<file path="config.mk">
export PLATFORM = sky130hd
export DESIGN_NAME = pdd_scan
export DESIGN_NICKNAME = d
export VERILOG_FILES = /design/src/pdd_pkg.sv /design/src/pdd_scan.sv
export SDC_FILE = /design/constraint.sdc
export NUM_CORES = 1
export LEC_CHECK = 0
export BUFFER_PORTS_ARGS = -buffer_cell sky130_fd_sc_hd__buf_4
export CORE_AREA = 2 2 116 118
export DETAILED_ROUTE_END_ITERATION = 7
export DIE_AREA = 0 0 118 120
export GPL_TIMING_DRIVEN = 0
export HOLD_SLACK_MARGIN = 0.06
export PLACE_DENSITY = 0.74
export SLEW_MARGIN = 20
export SYNTH_ARGS = -nofsm -noshare
export SYNTH_HDL_FRONTEND = slang
export SYNTH_SLANG_ARGS = --single-unit
</file>
<file path="constraint.sdc">
create_clock -name i_clk -period 21.5 [get_ports i_clk]
set_input_delay 3.225 -clock i_clk [delete_from_list [all_inputs] [get_ports i_clk]]
set_output_delay 3.225 -clock i_clk [all_outputs]
set_load 0.005 [all_outputs]
</file>
<file path="src/pdd_pkg.sv">
// ----------------------------------------------------------------------------
// pdd_pkg
// Shared types and constants of the primer dimer detector: defaults, input
// kind and status codes, sequencer states and the scan unit's control bundle.
// ----------------------------------------------------------------------------
`default_nettype none

package pdd_pkg;

    localparam int DEF_MAX_PRIMERS   = 4096;
    localparam int DEF_PRIMER_LENGTH = 25;
    localparam int DEF_MAX_TAIL      = 12;

    // tail length / mismatch values (MAX_TAIL tops out at 16)
    localparam int TLW = 5;

    localparam int IDXW = 12;

    localparam logic [1:0] KIND_LOAD  = 2'd0;
    localparam logic [1:0] KIND_QUERY = 2'd1;
    localparam logic [1:0] KIND_CLEAR = 2'd2;

    localparam logic [1:0] STATUS_OK         = 2'd0;
    localparam logic [1:0] STATUS_FULL       = 2'd1;
    localparam logic [1:0] STATUS_NOT_LOADED = 2'd2;

    localparam logic CFG_TAIL_LENGTH  = 1'b0;
    localparam logic CFG_MAX_MISMATCH = 1'b1;

    typedef enum logic [5:0] {
        ST_IDLE    = 6'b000001,
        ST_RD_A    = 6'b000010,
        ST_RD_B    = 6'b000100,
        ST_RD_LAST = 6'b001000,
        ST_SCAN    = 6'b010000,
        ST_DONE    = 6'b100000
    } t_state;

    typedef struct packed {
        logic       start;
        logic [3:0] tail_length;
        logic [3:0] max_mismatch;
    } t_scan_req;

    typedef struct packed {
        logic done;
        logic hit;
    } t_scan_rsp;

endpackage

`default_nettype wire

</file>
<file path="src/pdd_scan.sv">
// ----------------------------------------------------------------------------
// pdd_scan
// Iterative window scan: one shared window comparator tests one tail window
// per cycle, first primer a against b's tail, then b against a's tail.
// ----------------------------------------------------------------------------
`default_nettype none

module pdd_scan #(
    parameter int PRIMER_LENGTH = pdd_pkg::DEF_PRIMER_LENGTH,
    parameter int MAX_TAIL      = pdd_pkg::DEF_MAX_TAIL
) (
    input  wire logic                       i_clk,
    input  wire logic                       i_rst_n,
    input  wire pdd_pkg::t_scan_req         i_req,
    input  wire logic [2*PRIMER_LENGTH-1:0] i_seq_a,
    input  wire logic [2*PRIMER_LENGTH-1:0] i_seq_b,
    output pdd_pkg::t_scan_rsp              o_rsp
);
    import pdd_pkg::*;

    localparam int SW  = 2 * PRIMER_LENGTH;
    localparam int LPW = $clog2(PRIMER_LENGTH + 1);
    localparam int PW  = (LPW > TLW) ? LPW : TLW;

    logic          r_busy;
    logic          r_dir;
    logic          r_done;
    logic          r_hit;
    logic [PW-1:0] r_pos;
    logic [PW-1:0] r_nw;
    logic [PW-1:0] r_t;
    logic [3:0]    r_m;
    logic [SW-1:0] r_a;
    logic [SW-1:0] r_b;
    logic [SW-1:0] r_sh;

    logic [PW-1:0]       t_sat;
    logic                cfg_ok;
    logic [SW-1:0]       tail_src;
    logic [1:0]          rc      [MAX_TAIL];
    logic [MAX_TAIL-1:0] diff;
    logic [TLW-1:0]      n_diffs;
    logic                hit_now;

    always_comb begin
        if (PW'(i_req.tail_length) > PW'(MAX_TAIL)) begin
            t_sat = PW'(MAX_TAIL);
        end else begin
            t_sat = PW'(i_req.tail_length);
        end
        cfg_ok = (t_sat != '0) && (PW'(i_req.max_mismatch) < t_sat)
                 && (t_sat < PW'(PRIMER_LENGTH));
    end

    // tail side of the current direction
    assign tail_src = r_dir ? r_a : r_b;

    // reverse complement of the tail, element i from base LEN-1-i
    for (genvar gi = 0; gi < MAX_TAIL; gi++) begin : g_rc
        if (gi < PRIMER_LENGTH) begin : g_in
            assign rc[gi] = tail_src[2*(PRIMER_LENGTH-1-gi) +: 2] ^ 2'b01;
        end else begin : g_out
            assign rc[gi] = 2'b00;
        end
    end

    // element 0 must match exactly; others counted while below tail length
    assign diff[0] = 1'b0;
    for (genvar gi = 1; gi < MAX_TAIL; gi++) begin : g_diff
        if (gi < PRIMER_LENGTH) begin : g_in
            assign diff[gi] = (PW'(gi) < r_t) && (r_sh[2*gi +: 2] != rc[gi]);
        end else begin : g_out
            assign diff[gi] = 1'b0;
        end
    end

    always_comb begin
        n_diffs = '0;
        for (int k = 0; k < MAX_TAIL; k++) begin
            n_diffs = n_diffs + TLW'(diff[k]);
        end
        hit_now = (r_sh[1:0] == rc[0]) && (n_diffs <= TLW'(r_m));
    end

    always_ff @(posedge i_clk) begin
        if (!i_rst_n) begin
            r_busy <= 1'b0;
            r_dir  <= 1'b0;
            r_done <= 1'b0;
            r_hit  <= 1'b0;
        end else begin
            r_done <= 1'b0;
            if (i_req.start) begin
                r_a   <= i_seq_a;
                r_b   <= i_seq_b;
                r_sh  <= i_seq_a >> 2;
                r_t   <= t_sat;
                r_m   <= i_req.max_mismatch;
                r_nw  <= PW'(PRIMER_LENGTH) - t_sat;
                r_pos <= PW'(1);
                r_dir <= 1'b0;
                if (cfg_ok) begin
                    r_busy <= 1'b1;
                end else begin
                    r_done <= 1'b1;
                    r_hit  <= 1'b0;
                end
            end else if (r_busy) begin
                if (hit_now) begin
                    r_busy <= 1'b0;
                    r_done <= 1'b1;
                    r_hit  <= 1'b1;
                end else if (r_pos == r_nw) begin
                    if (!r_dir) begin
                        r_dir <= 1'b1;
                        r_pos <= PW'(1);
                        r_sh  <= r_b >> 2;
                    end else begin
                        r_busy <= 1'b0;
                        r_done <= 1'b1;
                        r_hit  <= 1'b0;
                    end
                end else begin
                    r_pos <= r_pos + PW'(1);
                    r_sh  <= r_sh >> 2;
                end
            end
        end
    end

    assign o_rsp.done = r_done;
    assign o_rsp.hit  = r_hit;

endmodule

`default_nettype wire

</file>
==> metrics.txt <==
CTS H-tree depth 4; # fillers 959; post-route insts no fill 786; status finished, final reports clean; postcts setup bufs 0; CP bufs+invs 7; routed wire length 15000 µm; Syn Area/Cell 14.0 µm²; max incr delay on CP 0.56 ns; CP Data Required Time 21.62 ns; drt drc 0; clock sink count 141; DRT iter0 DRCs 337; Power per Cell Area 102 nW/µm²; leakage roughly 3 nW; predominant post-synthesis flop cell edfxtp_1; post-DP HPWL 10500 µm; CP Cell Sequence buf_2 -> buf_2 -> mux2i_1 -> xor2_1 -> o32ai_1 -> fa_1 -> inv_1 -> fa_1 -> fa_1 -> fa_1 -> inv_1 -> fa_1 -> inv_1 -> ha_1 -> nor2b_1 -> o21bai_1 -> o2bb2ai_1 -> a32o_1 -> o21ai_4 -> buf_16 -> buf_16; first-pass GRT wire length around 24000 µm; Fmax around 160 MHz; Mapped Cells about 470; # rows 42; Hold Path Origin r_hit; Crit. End Element register; Slew headroom 55.6%; clk slew on worst S/H paths 0.06 ns; GP Congestion 0.845; distinct cell type count after synthesis 43; placed cells around 750; Final Util 64.1%; GRT overflow 0; leading area contributor after synthesis edfxtp_1; antenna violations before repair 0; die width around 120 µm; 1st-pass router iterations 5; RR Endpoint r_sh[39]; number of synthesized flops with an enable pin 137; layout cells sized above 1 26.1%; Crit path max-delay family adder cells; WL/cell 19.1 µm; final setup TNS 0 ns; flop-to-flop setup slack 15.13 ns; Core Footprint 13000 µm²; final-report hold violation count 0; final setup fails 0; kind of critical path reg -> reg; CTS tree done; Chip Height 120 µm; Worst-Skew Late Latency 0.42 ns; Final ANT Viol Nets 0; CTS Buf Count 17; Slowest-stage cell, CP fa_1; Max-Cap Viols 0; sequential area share after synthesis 63.9%; final period utilization 29.6%; Initial Util 50.6%; reg2reg start r_dir; Via Count around 4300; # port buffers approximately 110; syn_nets 595; hold path depth 2; Die Area 14200 µm²; CTS max path bufs 2; Setup Skew 0.00817 ns; Critical Path Source Type register; Synth-to-Final Area Change 26.8%; multi-input logic area 2100 µm²; Slew @ Worst Pin 0.666 ns; CTS root buf clkbuf_16; sequential cell area between 4000 and 5000 µm²; WHS Endpoint r_hit; worst hold path type reg -> reg; min Tclk post-route 6.37 ns; maximum vdd drop 0.0654 mV; Top Ports 113; mapped cell area 6560 µm²; CP arrival 6.49 ns; Slew Viols, Final 0; post-CTS sizing 0; most frequent cell after synthesis edfxtp_1; Worst path most repeated cell fa_1; Async SR Flop Fraction 0%; number of synthesized register bits 141; Reg2Reg Depth 21; vias in the first global route 4476; # hold bufs at CTS 0; number of diodes 0; NumNets Final 724; via/cell ratio roughly 5.4; total track usage 22.5%; largest net degree at the start of global routing 47; total power draw 0.847 mW; Syn. warnings 0; CP max FO 23; post-synth top area share a little over three fifths; RSZ-0062 raised after global routing false; most instantiated cells after synthesis 137 x edfxtp_1, 70 x mux2i_1, 60 x nand2_1, 51 x o21ai_1; largest cells by area after synthesis edfxtp_1 63%, mux2i_1 11%, o21ai_1 3.9%
worst reg2reg max path, stage by stage (launching register included):
cell and delay, ns:
dfxtp_1 0.31, buf_2 0.28, buf_2 0.40, mux2i_1 0.30, xor2_1 0.21, o32ai_1 0.14, fa_1 0.56, inv_1 0.06
fa_1 0.51, fa_1 0.55, fa_1 0.47, inv_1 0.08, fa_1 0.40, inv_1 0.07, ha_1 0.14, nor2b_1 0.13
o21bai_1 0.07, o2bb2ai_1 0.14, a32o_1 0.32, o21ai_4 0.48, buf_16 0.24, buf_16 0.19
routing by layer:
layer	global-route usage (%)	share of wire (%)	routed length, µm
met2	37.2	50	7530
met5	0	0	0
met3	6.61	6.9	1040
met1	28.7	41	6220
met4	6.93	1.4	210
per-stage QoR:
step	hold WS, ns	cell area (µm²)	setup WS (ns)
final	0.502	8320	15.13
after global routing	0.536	8320	14.79
after CTS	0.510	8320	15.08
after detailed placement	0.501	7680	15.11
after global placement	0.483	7590	12.32
after floorplan	0.447	6560	14.10
final cells by class:
type / count / share of cell area [%]
flip-flops and latches: 141 / 50.4
inverters: 18 / 0.842
clock buffers: 18 / 5.16
repair buffers: 110 / 10.6
multi-input cells: 282 / 25.2
clock inverters: 14 / 2.60
well taps: 176 / 2.65
plain buffers: 27 / 2.56
logic make-up (layout without fill, tap and decap cells):
family / after synthesis / after routing / share of synthesized area [%]
buffers and inverters: 45 / 187 / 4.27
AO/OA/AOI/OAI: 80 / 80 / 7.38
AND/OR/NAND/NOR: 82 / 82 / 5.28
adder cells (fa/ha/maj): 16 / 16 / 3.85
multiplexers: 70 / 70 / 10.7
flip-flops: 141 / 141 / 63.9
XOR/XNOR: 34 / 34 / 4.65
worst max path at each step:
stage | from | to | cells after the start
finish | r_dir | r_sh[39] | 21
global route | r_dir | r_sh[39] | 21
CTS | r_dir | r_sh[39] | 21
detailed placement | r_dir | r_sh[7] | 21
global placement | r_dir | r_sh[7] | 19
floorplan | r_dir | r_pos[0] | 19
flip-flops by register name, indices dropped and copies added, names as in the netlist, 3 cells and up:
name	flops
r_b	48
r_sh	48
r_a	24
r_nw	5
r_m	4
r_pos	5
r_t	3
layout by cell type (no fill, tap or decap), types with 5 or more instances in the layout:
master     Yosys  final
clkbuf_1      14     15
o21ai_1       51     50
xor2_1        18     18
fa_1           7      7
nand2_1       60     60
inv_1         18     17
bufinv_16      0      5
buf_12         5      6
nor2_1         6      6
clkbuf_16      0     17
xnor2_1       15     15
buf_4          2    109
mux2i_1       70     70
a21oi_1        8      8
edfxtp_1     137    137
ha_1           9      9
power breakdown:
group	internal [mW]	total, mW	switching (mW)
clock network	0.206	0.321	0.115
registers	0.337	0.352	0.0150
logic	0.0820	0.174	0.0919
No activity file was read; power rests on OpenSTA's default activity.
